==> config.mk <==
export PLATFORM = sky130hd
export DESIGN_NAME = allocation_bitmap_find_first_free
export DESIGN_NICKNAME = d
export VERILOG_FILES = /design/src/sv/abff_pkg.sv /design/src/sv/abff_ram.sv /design/src/sv/abff_ctrl.sv /design/src/sv/allocation_bitmap_find_first_free.sv
export SDC_FILE = /design/constraint.sdc
export NUM_CORES = 1
export LEC_CHECK = 0
export BUFFER_PORTS_ARGS = -buffer_cell sky130_fd_sc_hd__buf_2
export CORE_MARGIN = 2
export CORE_UTILIZATION = 55
export DETAILED_ROUTE_END_ITERATION = 7
export GPL_TIMING_DRIVEN = 0
export PLACE_DENSITY = 0.81
export RECOVER_POWER = 25
export SLEW_MARGIN = 0
export SYNTH_ARGS = -nofsm -noshare
export SYNTH_HDL_FRONTEND = slang
export SYNTH_SLANG_ARGS = --single-unit
==> constraint.sdc <==
create_clock -name clock -period 3.8 [get_ports clock]
set_input_delay 0.76 -clock clock [delete_from_list [all_inputs] [get_ports clock]]
set_output_delay 0.76 -clock clock [all_outputs]
set_load 0.01 [all_outputs]
==> src/sv/abff_pkg.sv <==
package abff_pkg;

   localparam int MAX_BITS_DEFAULT = 256;
   localparam int BITS_PER_BYTE = 8;
   localparam int BIT_COUNT_W = 9;
   localparam int KIND_W = 2;
   localparam int INDEX_W = 8;
   localparam int STATUS_W = 2;
   localparam int FOUND_W = 8;

   localparam logic [BIT_COUNT_W-1:0] BIT_COUNT_RESET = 9'd256;
   localparam logic [BITS_PER_BYTE-1:0] FULL_BYTE = 8'hFF;

   typedef enum logic [KIND_W-1:0] {
      KIND_SET,
      KIND_CLEAR,
      KIND_TEST,
      KIND_FIND
   } kind_type;

   typedef enum logic [STATUS_W-1:0] {
      STATUS_OK,
      STATUS_RANGE,
      STATUS_FULL
   } status_type;

   typedef enum logic [2:0] {
      ST_CLEAR,
      ST_IDLE,
      ST_ACCESS,
      ST_FIND,
      ST_DONE
   } state_type;

   function automatic logic [2:0] first_zero(input logic [BITS_PER_BYTE-1:0] value);
      logic [2:0] pos;
      pos = 3'd0;
      for (int i = BITS_PER_BYTE - 1; i >= 0; i--) begin
         if (!value[i]) begin
            pos = 3'(i);
         end
      end
      return pos;
   endfunction

endpackage

==> src/sv/abff_ram.sv <==
module abff_ram #(
   parameter int WIDTH = 8,
   parameter int DEPTH = 32
) (
   input  logic                                         clock,
   input  logic                                         wr_en,
   input  logic [(DEPTH > 1 ? $clog2(DEPTH) : 1)-1:0]   wr_addr,
   input  logic [WIDTH-1:0]                             wr_data,
   input  logic                                         rd_en,
   input  logic [(DEPTH > 1 ? $clog2(DEPTH) : 1)-1:0]   rd_addr,
   output logic [WIDTH-1:0]                             rd_data
);

   logic [WIDTH-1:0] mem_ff [DEPTH];
   logic [WIDTH-1:0] rd_data_ff;

   always_ff @(posedge clock) begin
      if (wr_en) begin
         mem_ff[wr_addr] <= wr_data;
      end
      if (rd_en) begin
         rd_data_ff <= mem_ff[rd_addr];
      end
   end

   assign rd_data = rd_data_ff;

endmodule

==> src/sv/abff_ctrl.sv <==
module abff_ctrl #(
   parameter int MAX_BITS = abff_pkg::MAX_BITS_DEFAULT,
   localparam int STORE_BYTES = (MAX_BITS + 7) / 8,
   localparam int ADDR_W = STORE_BYTES > 1 ? $clog2(STORE_BYTES) : 1,
   localparam int LEN_W = $clog2(MAX_BITS + 1),
   localparam int CNT_W = $clog2(STORE_BYTES + 1)
) (
   input  logic                             clock,
   input  logic                             reset,
   input  logic [LEN_W-1:0]                 len,
   input  logic [CNT_W-1:0]                 nbytes,
   input  logic                             req_valid,
   output logic                             req_stall,
   input  logic [abff_pkg::KIND_W-1:0]      req_kind,
   input  logic [abff_pkg::INDEX_W-1:0]     req_index,
   output logic                             rsp_valid,
   input  logic                             rsp_stall,
   output logic [abff_pkg::STATUS_W-1:0]    rsp_status,
   output logic                             rsp_bit_value,
   output logic [abff_pkg::FOUND_W-1:0]     rsp_found_index
);

   import abff_pkg::*;

   localparam int IW = LEN_W > INDEX_W ? LEN_W : INDEX_W;
   localparam int RES_W = ADDR_W + 3;
   localparam int CW = RES_W > LEN_W ? RES_W : LEN_W;

   state_type              state_ff, state_in;
   kind_type               kind_ff, kind_in;
   logic [2:0]             bitsel_ff, bitsel_in;
   logic [ADDR_W-1:0]      addr_ff, addr_in;
   status_type             res_status_ff, res_status_in;
   logic                   res_bit_ff, res_bit_in;
   logic [FOUND_W-1:0]     res_found_ff, res_found_in;
   logic                   rsp_valid_ff, rsp_valid_in;
   logic [STATUS_W-1:0]    rsp_status_ff;
   logic                   rsp_bit_ff;
   logic [FOUND_W-1:0]     rsp_found_ff;

   logic                   accept;
   logic                   out_free;
   logic                   mem_wr_en;
   logic [ADDR_W-1:0]      mem_wr_addr;
   logic [7:0]             mem_wr_data;
   logic                   mem_rd_en;
   logic [ADDR_W-1:0]      mem_rd_addr;
   logic [7:0]             mem_rd_data;
   logic [7:0]             bit_mask;
   logic [RES_W-1:0]       find_pos;
   logic                   last_byte;
   logic                   clear_last;

   abff_ram #(
      .WIDTH(BITS_PER_BYTE),
      .DEPTH(STORE_BYTES)
   ) u_store (
      .clock  (clock),
      .wr_en  (mem_wr_en),
      .wr_addr(mem_wr_addr),
      .wr_data(mem_wr_data),
      .rd_en  (mem_rd_en),
      .rd_addr(mem_rd_addr),
      .rd_data(mem_rd_data)
   );

   assign req_stall = (state_ff != ST_IDLE);
   assign accept = req_valid && !req_stall;
   assign out_free = !rsp_valid_ff || !rsp_stall;
   assign bit_mask = 8'(1) << bitsel_ff;
   assign find_pos = {addr_ff, first_zero(mem_rd_data)};
   assign last_byte = (CNT_W'(addr_ff) + CNT_W'(1)) == nbytes;
   assign clear_last = CNT_W'(addr_ff) == CNT_W'(STORE_BYTES - 1);

   always_comb begin
      state_in = state_ff;
      kind_in = kind_ff;
      bitsel_in = bitsel_ff;
      addr_in = addr_ff;
      res_status_in = res_status_ff;
      res_bit_in = res_bit_ff;
      res_found_in = res_found_ff;
      mem_wr_en = 1'b0;
      mem_wr_addr = addr_ff;
      mem_wr_data = '0;
      mem_rd_en = 1'b0;
      mem_rd_addr = addr_ff;
      unique case (state_ff)
         ST_CLEAR: begin
            mem_wr_en = 1'b1;
            addr_in = addr_ff + ADDR_W'(1);
            if (clear_last) begin
               state_in = ST_IDLE;
            end
         end
         ST_IDLE: begin
            if (accept) begin
               kind_in = kind_type'(req_kind);
               bitsel_in = req_index[2:0];
               res_status_in = STATUS_OK;
               res_bit_in = 1'b0;
               res_found_in = '0;
               if (kind_type'(req_kind) == KIND_FIND) begin
                  if (nbytes == '0) begin
                     res_status_in = STATUS_FULL;
                     state_in = ST_DONE;
                  end else begin
                     mem_rd_en = 1'b1;
                     mem_rd_addr = '0;
                     addr_in = '0;
                     state_in = ST_FIND;
                  end
               end else if (IW'(req_index) >= IW'(len)) begin
                  res_status_in = STATUS_RANGE;
                  state_in = ST_DONE;
               end else begin
                  mem_rd_en = 1'b1;
                  mem_rd_addr = ADDR_W'(req_index[INDEX_W-1:3]);
                  addr_in = ADDR_W'(req_index[INDEX_W-1:3]);
                  state_in = ST_ACCESS;
               end
            end
         end
         ST_ACCESS: begin
            case (kind_ff)
               KIND_SET: begin
                  mem_wr_en = 1'b1;
                  mem_wr_data = mem_rd_data | bit_mask;
               end
               KIND_CLEAR: begin
                  mem_wr_en = 1'b1;
                  mem_wr_data = mem_rd_data & ~bit_mask;
               end
               default: begin
                  res_bit_in = |(mem_rd_data & bit_mask);
               end
            endcase
            state_in = ST_DONE;
         end
         ST_FIND: begin
            if (mem_rd_data != FULL_BYTE) begin
               if (CW'(find_pos) < CW'(len)) begin
                  res_found_in = FOUND_W'(find_pos);
               end else begin
                  res_status_in = STATUS_FULL;
               end
               state_in = ST_DONE;
            end else if (last_byte) begin
               res_status_in = STATUS_FULL;
               state_in = ST_DONE;
            end else begin
               mem_rd_en = 1'b1;
               mem_rd_addr = addr_ff + ADDR_W'(1);
               addr_in = addr_ff + ADDR_W'(1);
            end
         end
         ST_DONE: begin
            if (out_free) begin
               state_in = ST_IDLE;
            end
         end
         default: begin
            state_in = ST_IDLE;
         end
      endcase
   end

   assign rsp_valid_in = (rsp_valid_ff && rsp_stall) || (state_ff == ST_DONE);

   always_ff @(posedge clock) begin
      if (reset) begin
         state_ff <= ST_CLEAR;
         addr_ff <= '0;
         rsp_valid_ff <= 1'b0;
      end else begin
         state_ff <= state_in;
         addr_ff <= addr_in;
         rsp_valid_ff <= rsp_valid_in;
      end
   end

   always_ff @(posedge clock) begin
      kind_ff <= kind_in;
      bitsel_ff <= bitsel_in;
      res_status_ff <= res_status_in;
      res_bit_ff <= res_bit_in;
      res_found_ff <= res_found_in;
      if (state_ff == ST_DONE && out_free) begin
         rsp_status_ff <= res_status_ff;
         rsp_bit_ff <= res_bit_ff;
         rsp_found_ff <= res_found_ff;
      end
   end

   assign rsp_valid = rsp_valid_ff;
   assign rsp_status = rsp_status_ff;
   assign rsp_bit_value = rsp_bit_ff;
   assign rsp_found_index = rsp_found_ff;

   a_write_only_when_owned: assert property (@(posedge clock) disable iff (reset)
      mem_wr_en |-> (state_ff == ST_CLEAR) ||
         (state_ff == ST_ACCESS && (kind_ff == KIND_SET || kind_ff == KIND_CLEAR)))
      else $error("store written outside clear pass or set/clear update");

   a_scan_in_bounds: assert property (@(posedge clock) disable iff (reset)
      (state_ff == ST_FIND) |-> (CNT_W'(addr_ff) < nbytes))
      else $error("find scan beyond active bytes");

   a_done_delivers: assert property (@(posedge clock) disable iff (reset)
      (state_ff == ST_DONE && out_free) |=> rsp_valid_ff && state_ff == ST_IDLE)
      else $error("finished request not moved to the output register");

   a_error_fields_zero: assert property (@(posedge clock) disable iff (reset)
      (rsp_valid_ff && rsp_status_ff != STATUS_OK) |-> (!rsp_bit_ff && rsp_found_ff == '0))
      else $error("error response carries nonzero data fields");

endmodule

==> src/sv/allocation_bitmap_find_first_free.sv <==
// Channel   Direction  Handshake                 Payload
// req_      in         req_valid / req_stall     req_kind, req_index
// rsp_      out        rsp_valid / rsp_stall     rsp_status, rsp_bit_value, rsp_found_index
// csr_      in         csr_we                    csr_wdata (bit count)
//
// Set, clear and test pass through the access state and the done state before a valid
// response; an out-of-range index or an empty bitmap goes straight to the done state.
// Find reads one byte of the store per cycle through the single read port. After reset
// the store is cleared one byte per cycle, all MAX_BITS/8 bytes rounded up,
// while req_stall stays high. A stalled response waits in its output register; the next
// request is taken meanwhile and holds in the done state until the register frees.
module allocation_bitmap_find_first_free #(
   parameter int MAX_BITS = abff_pkg::MAX_BITS_DEFAULT
) (
   input  logic                                  clock,
   input  logic                                  reset,
   input  logic                                  req_valid,
   output logic                                  req_stall,
   input  logic [abff_pkg::KIND_W-1:0]           req_kind,
   input  logic [abff_pkg::INDEX_W-1:0]          req_index,
   output logic                                  rsp_valid,
   input  logic                                  rsp_stall,
   output logic [abff_pkg::STATUS_W-1:0]         rsp_status,
   output logic                                  rsp_bit_value,
   output logic [abff_pkg::FOUND_W-1:0]          rsp_found_index,
   input  logic                                  csr_we,
   input  logic [abff_pkg::BIT_COUNT_W-1:0]      csr_wdata
);

   import abff_pkg::*;

   localparam int STORE_BYTES = (MAX_BITS + 7) / 8;
   localparam int LEN_W = $clog2(MAX_BITS + 1);
   localparam int CNT_W = $clog2(STORE_BYTES + 1);
   localparam int CMP_W = LEN_W > BIT_COUNT_W ? LEN_W : BIT_COUNT_W;

   logic [BIT_COUNT_W-1:0]  bit_count_ff, bit_count_in;
   logic [CMP_W-1:0]        len_wide;
   logic [LEN_W-1:0]        len;
   logic [LEN_W:0]          len_round;
   logic [CNT_W-1:0]        nbytes;

   assign bit_count_in = csr_we ? csr_wdata : bit_count_ff;

   always_ff @(posedge clock) begin
      if (reset) begin
         bit_count_ff <= BIT_COUNT_RESET;
      end else begin
         bit_count_ff <= bit_count_in;
      end
   end

   // Counts above the store size saturate at the store size.
   assign len_wide = (CMP_W'(bit_count_ff) > CMP_W'(MAX_BITS)) ? CMP_W'(MAX_BITS)
                                                               : CMP_W'(bit_count_ff);
   assign len = LEN_W'(len_wide);
   assign len_round = (LEN_W + 1)'(len) + (LEN_W + 1)'(BITS_PER_BYTE - 1);
   assign nbytes = CNT_W'(len_round >> 3);

   abff_ctrl #(
      .MAX_BITS(MAX_BITS)
   ) u_ctrl (
      .clock          (clock),
      .reset          (reset),
      .len            (len),
      .nbytes         (nbytes),
      .req_valid      (req_valid),
      .req_stall      (req_stall),
      .req_kind       (req_kind),
      .req_index      (req_index),
      .rsp_valid      (rsp_valid),
      .rsp_stall      (rsp_stall),
      .rsp_status     (rsp_status),
      .rsp_bit_value  (rsp_bit_value),
      .rsp_found_index(rsp_found_index)
   );

endmodule

# == After elaboration in Yosys (flattened, before gate mapping) ==
# Memory sizes are Yosys's and may differ from the RTL's. A register that Yosys moved wholly into a read port is not among the register bits.
# Index checks and enable logic that the tools add are counted.
# totals
reg_bits,45
mem_bits_rw,256
in_bits,24
out_inout_bits,13
wordCells,117
n_memories,1
# mem_list
name,depth,word_bits,rd,rd_ports_with_merged_regs,wr,line,source
u_ctrl.u_store.mem_ff,32,8,1,1,1,abff_ram.sv:14,logic [WIDTH-1:0] mem_ff [DEPTH];
# op_classes
n_addsub,3
n_lt_le_gt_ge,3
n_eq_ne,18
shifts,1
mux,54
bitwise,4
reduce_logical,21
# op_table
op,count
2-to-1 mux 3 bit,16
2-to-1 mux 8 bit,4
case mux 8 bit (2 select lines),2
2-to-1 mux 5 bit,6
AND 8 bit,2
case mux 3 bit (5 select lines),1
case mux 5 bit (3 select lines),1
2-to-1 mux 1 bit,12
2-to-1 mux 2 bit,6
AND reduction 4 bit,3
"inequality test 2 x 1 -> 1 bit, second input constant",5
case mux 5 bit (2 select lines),1
"adder 9 x 3 -> 9 bit, second input constant",1
greater-or-equal comparator 8 x 9 -> 1 bit,1
"greater-than comparator 9 bit, second input constant",1
less-than comparator 8 x 9 -> 1 bit,1
2-to-1 mux 9 bit,1
"inequality test 8 bit, second input constant",1
NOT 8 bit,1
OR 8 bit,1
OR reduction 8 bit,1
"<< shifter 1 x 3 -> 8 bit, first input constant",1
"adder 5 x 1 -> 6 bit, second input constant",1
"equality test 3 x 2 -> 1 bit, second input constant",2
23 further kinds,32

# == Depth between registers and ports, before layout ==
# depth
ltp_word,12
mapped_depth,18
mapped_depth_nobuf,14

# == Hierarchy ==
# A second synthesis with hierarchy kept.
# hier_totals
hier_cells,778
hier_area_um2,13254.0
# by_module_without_submodules
module,n_inst,cells_each,area_per_inst_um2,seq_area_each_um2
abff_ram,1,417,10133.5,7927.6
abff_ctrl,1,302,2622.5,991.0
allocation_bitmap_find_first_free,1,59,498.0,180.2

# == Least setup slack after synthesis ==
# OpenSTA, ideal clock, no wires.
# synth_path
path_kind,reg-to-reg
from,register u_ctrl.addr_ff[0]
to,"register u_ctrl.u_store.rd_data_ff[6], in the netlist u_ctrl.u_store.rd_data[6], read port of u_ctrl.u_store.mem_ff (data pin)"
setup_ns,0.170
t_arrival_ns,4.014
setup_slack_ns,-0.384
stages_incl_launch_ff,17
synth_period_minus_slack_ns,4.184
cell_sequence,dfxtp_1 > clkbuf_1 > inv_1 > ha_1 > clkbuf_1 > or3b_2 > mux2i_1 > o311ai_0 > o211ai_2 > a311oi_2 > mux2_1 > a222oi_1 > nor2b_1 > nand2b_1 > clkbuf_1 > o32ai_1 > nor4_2
# synth_between
elab_chain_len,5
# synth_lines
item,line,source
start: declaration,abff_ctrl.sv:32,"logic [ADDR_W-1:0] addr_ff, addr_in;"
start signal: assignment,abff_ctrl.sv:177,addr_ff <= addr_in;
adder 5 x 1 -> 6 bit,abff_ctrl.sv:72,assign last_byte = (CNT_W'(addr_ff) + CNT_W'(1)) == nbytes;
equality test 6 bit,abff_ctrl.sv:72,
2-to-1 mux 5 bit / 2-to-1 mux 1 bit (equally long branches),--,
2-to-1 mux 5 bit / 2-to-1 mux 1 bit (equally long branches),abff_ctrl.sv:141,if (mem_rd_data != FULL_BYTE) begin
case mux 5 bit (2 select lines) / case mux 1 bit (2 select lines) (equally long branches),abff_ctrl.sv:88,unique case (state_ff)
end: declaration,abff_ram.sv:15,logic [WIDTH-1:0] rd_data_ff;
# Parallel ways exist; a longest one is shown, timed or not.
# A chain may end at the register's enable or synchronous reset.

# == Worst setup path after layout ==
# layout_path
from,register u_ctrl.addr_ff[0]
to,"register u_ctrl.u_store.rd_data_ff[7], in the netlist u_ctrl.u_store.rd_data[7], read port of u_ctrl.u_store.mem_ff (data pin)"
# The elaborated chain is that of the path after synthesis.

==> impl_results.rst <==
.. list-table::
   :header-rows: 1

   * - Metric
     - Value
   * - Yosys top cell area share
     - 63.1%
   * - Initial cell density of the core
     - 55.4%
   * - Cell type contributing the most total cell area after synthesis
     - sky130_fd_sc_hd__edfxtp_1
   * - # rows
     - 58
   * - Worst endpoint data arrival time
     - 4.36 ns
   * - Global-route wire length before repair
     - 54000 µm
   * - Grt met3 use
     - 4.56%
   * - Via-per-instance ratio
     - 6.35
   * - Number of vias in the routed layout
     - 9594
   * - Run status
     - finished, violations left
   * - Category of the worst setup path capture point
     - flop
   * - Placed wire-length estimate
     - 22500 µm
   * - Most instantiated library cell after synthesis
     - sky130_fd_sc_hd__edfxtp_1
   * - Setup slack of the critical path after layout
     - -0.301 ns
   * - WL final
     - 36500 µm
   * - Number of register bits inferred by synthesis
     - 309
   * - Violations in the final reports
     - negative setup slack
   * - TritonCTS Buffers
     - 34
   * - Final slew viol count
     - 0
   * - Relative slew margins
     - 27.1%
   * - Antenna cells
     - 0
   * - Hold violation count in the final report
     - 0
   * - I/O pin count
     - 37
   * - Final Cycle Share
     - 108%
   * - Placement-stage worst setup slack
     - -1.34 ns
   * - Transition time at the pin with the least slew margin
     - 1.09 ns
   * - Met1 track demand over resource
     - 35.3%
   * - Clock input transition at the sequential cells of the worst setup and hold paths
     - 0.05 ns
   * - Area Growth Syn to Fin
     - 24.1%
   * - Worst vdd rail ir drop
     - 0.361 mV
   * - Root buf cell
     - sky130_fd_sc_hd__clkbuf_16
   * - Net count, final
     - 1200
   * - Final setup viols
     - 8
   * - Tot GR Track Use
     - 27.3%
   * - Leading cell types by total area after synthesis
     - sky130_fd_sc_hd__edfxtp_1 63%, sky130_fd_sc_hd__mux2i_1 7.9%, sky130_fd_sc_hd__nand2_1 3.9%, sky130_fd_sc_hd__dfxtp_1 2.6%, sky130_fd_sc_hd__nor2_1 2.2%
   * - Number of warnings reported in the yosys synthesis log
     - 0
   * - Via count of the first global-routing pass
     - 9300
   * - Largest net degree at the start of global routing
     - 25
   * - DRC violation total after the first TritonRoute iteration
     - 1101
   * - Area of the die
     - 26400 µm²
   * - Router iterations before antenna repair
     - 6
   * - Number of enable flip-flop cells after synthesis
     - 291
   * - Distinct cell type count after synthesis
     - 73
   * - Worst hold-check path type
     - flop to flop
   * - Register area share after synthesis
     - 65.7%
   * - DR WL/cell
     - 24.1 µm
   * - Kind of start point of the critical path
     - flop
   * - # H-tree levels
     - 2
   * - Max-capacitance violation count
     - 0
   * - Clk sink count
     - 309
   * - DIE WIDTH
     - 163 µm
   * - Required time worst endpoint
     - 4.06 ns
   * - Post-synthesis average cell area
     - 13.5 µm²
   * - Share of synthesized flip-flops with an asynchronous set or reset
     - 0%
   * - Final Wtd Congestion
     - 0.931
   * - TritonCTS clock tree
     - yes
   * - Commonest cells in the netlist
     - 291 x sky130_fd_sc_hd__edfxtp_1, 143 x sky130_fd_sc_hd__nand2_1, 109 x sky130_fd_sc_hd__mux2i_1, 82 x sky130_fd_sc_hd__nor2_1, 46 x sky130_fd_sc_hd__a21oi_1
   * - Port Buf Inserts
     - 35
   * - Shortest period the worst path allows
     - 4.10 ns
   * - Number of nets in the synthesized netlist
     - 1071
   * - Fraction of final layout cells with drive strength greater than 1
     - 26.9%
   * - Global route overflow
     - 0
   * - Static Leakage
     - 6.05 nW
   * - Final core area utilization
     - 68.8%
   * - DIE HEIGHT
     - 163 µm
   * - ANT nets after route
     - 0
   * - DRC violations left
     - 0
   * - Power density of the placed cells
     - 450 nW/µm²
   * - Post-Synthesis Cell Area
     - 13800 µm²
   * - Worst Setup Path Type
     - flop to flop
   * - Met2 track utilization from global routing
     - 45.4%
   * - Most used routing layer
     - met2
   * - Setup repair after global routing missed its margin
     - true
   * - Power, Total
     - 7.73 mW
   * - Post-Route Skew
     - 0.0202 ns
   * - Clock network latency to the later pin of the worst-skew pair
     - 0.53 ns
   * - Synth Flop Type
     - sky130_fd_sc_hd__edfxtp_1
   * - Number of buffers between clock root and the deepest sink
     - 3
   * - Core region area
     - 25000 µm²
   * - Max Clock Freq
     - 244 MHz
   * - Cell count after synthesis
     - 1027
   * - Max Fanout on Critical Path
     - 8
   * - Worst hold margin
     - 0.421 ns
   * - Number of antenna violations at the first check in global routing
     - 0
[layout by cell type (no fill, tap or decap), types with 8 or more instances in the layout]
cell type                   netlist  layout
sky130_fd_sc_hd__buf_4            7      47
sky130_fd_sc_hd__clkbuf_16        0      41
sky130_fd_sc_hd__buf_6            4      21
sky130_fd_sc_hd__nor2_1          82      81
sky130_fd_sc_hd__mux2_2          18      15
sky130_fd_sc_hd__a21boi_2         0       8
sky130_fd_sc_hd__mux2i_1        109      89
sky130_fd_sc_hd__a21oi_1         46      44
sky130_fd_sc_hd__a32oi_1         24      13
sky130_fd_sc_hd__a32oi_2          0      10
sky130_fd_sc_hd__buf_12           0      10
sky130_fd_sc_hd__clkbuf_1        25      41
sky130_fd_sc_hd__ha_1            20      15
sky130_fd_sc_hd__nor3_1          15      13
sky130_fd_sc_hd__inv_1           12       9
sky130_fd_sc_hd__dfxtp_1         18      10
sky130_fd_sc_hd__buf_2           17      24
sky130_fd_sc_hd__edfxtp_1       291     291
sky130_fd_sc_hd__nand2_1        143     135
sky130_fd_sc_hd__mux2i_2          0      14
[routing by layer]
layer / wire length (µm) / part of all wire (%) / vias to the layer above
li1: - / - / 4182
met5: 0 / 0 / -
met4: 1830 / 5.0 / 0
met1: 13500 / 37 / 4653
met3: 3520 / 9.7 / 157
met2: 17600 / 48 / 602
[logic make-up (layout without fill, tap and decap cells)]
kind of cell	count (synthesis)	in the layout	share of synthesized area (%)
AO/OA/AOI/OAI	172	172	9.14
XOR/XNOR	5	5	0.316
adder cells (fa/ha/maj)	20	20	1.81
buffers and inverters	70	224	2.54
flip-flops	309	309	65.7
multiplexers	128	128	9.43
AND/OR/NAND/NOR	323	323	11.0
[critical path, stage by stage, from the launching register on]
cell and delay, ns:
sky130_fd_sc_hd__dfxtp_4 0.39, sky130_fd_sc_hd__clkbuf_16 0.14, sky130_fd_sc_hd__clkinvlp_4 0.11, sky130_fd_sc_hd__ha_4 0.30, sky130_fd_sc_hd__or4_4 0.43, sky130_fd_sc_hd__o22ai_2 0.12, sky130_fd_sc_hd__a22oi_2 0.12, sky130_fd_sc_hd__o211ai_4 0.29
sky130_fd_sc_hd__a31oi_4 0.15, sky130_fd_sc_hd__buf_6 0.16, sky130_fd_sc_hd__o32a_1 0.35, sky130_fd_sc_hd__nand2_4 0.23, sky130_fd_sc_hd__buf_6 0.16, sky130_fd_sc_hd__clkbuf_16 0.15, sky130_fd_sc_hd__mux2i_1 0.32, sky130_fd_sc_hd__mux2i_2 0.17
sky130_fd_sc_hd__o22ai_2 0.19, sky130_fd_sc_hd__nor4_2 0.07
[metrics by stage]
step                instances  setup TNS (ns)  area (µm²)
finish                   1511           -1.99       17200
global route             1511           -2.35       17200
CTS                      1502          -0.474       16800
detailed placement       1401          -13.28       14700
global placement         1392         -453.76       14500
floorplan                1027               0       13900
[final cells by class]
| cell class | instances | area (µm²) |
|---|---|---|
| inverters | 13 | 61.3 |
| flip-flops and latches | 309 | 9110 |
| clock buffers | 45 | 892 |
| well taps | 330 | 413 |
| repair buffers | 96 | 866 |
| fillers | 1575 | 7790 |
| plain buffers | 54 | 526 |
| clock inverters | 16 | 121 |
| multi-input cells | 648 | 5180 |
[worst paths after layout]
kind | start | to | slack (ns) | cells after the start
worst min register to register | u_ctrl.res_found_ff[2] | u_ctrl.rsp_found_index[2] | 0.42 | 0
worst max-delay path | u_ctrl.addr_ff[0] | u_ctrl.u_store.rd_data[7] | -0.30 | 17
worst min-delay path | u_ctrl.res_found_ff[2] | u_ctrl.rsp_found_index[2] | 0.42 | 0
worst max register to register | u_ctrl.addr_ff[0] | u_ctrl.u_store.rd_data[7] | -0.30 | 17
[report_power, final]
| part | leakage [nW] | switching, mW | internal (mW) |
|---|---|---|---|
| Combinational | 2.63 | 0.517 | 0.430 |
| Clock | 0.487 | 1.30 | 1.73 |
| Sequential | 2.94 | 0.0284 | 3.72 |
[registers in the layout, summed over array words and instances, names as in the netlist, 2 cells and up]
register and cells:
u_ctrl.rsp_status 2, u_ctrl.res_found_ff 8, bit_count_ff 9, u_ctrl.state_ff 3
u_ctrl.res_status_ff 2, u_ctrl.addr_ff 5, u_ctrl.u_store.rd_data 8, u_ctrl.rsp_found_index 8
u_ctrl.bitsel_ff 3, u_ctrl.u_store.mem_ff 256, u_ctrl.kind_ff 2
[repair_timing]
| item | 4_1_cts | 5_1_grt |
|---|---|---|
| cloned | 0 | 3 |
| setup endpoints to repair | 17 | 16 |
| hold buffers | 0 | 0 |
| gates resized for setup | 157 | 58 |
| pin swaps | 35 | 27 |
| buffers inserted | 43 | 6 |
No activity file was read; power rests on OpenSTA's default activity.
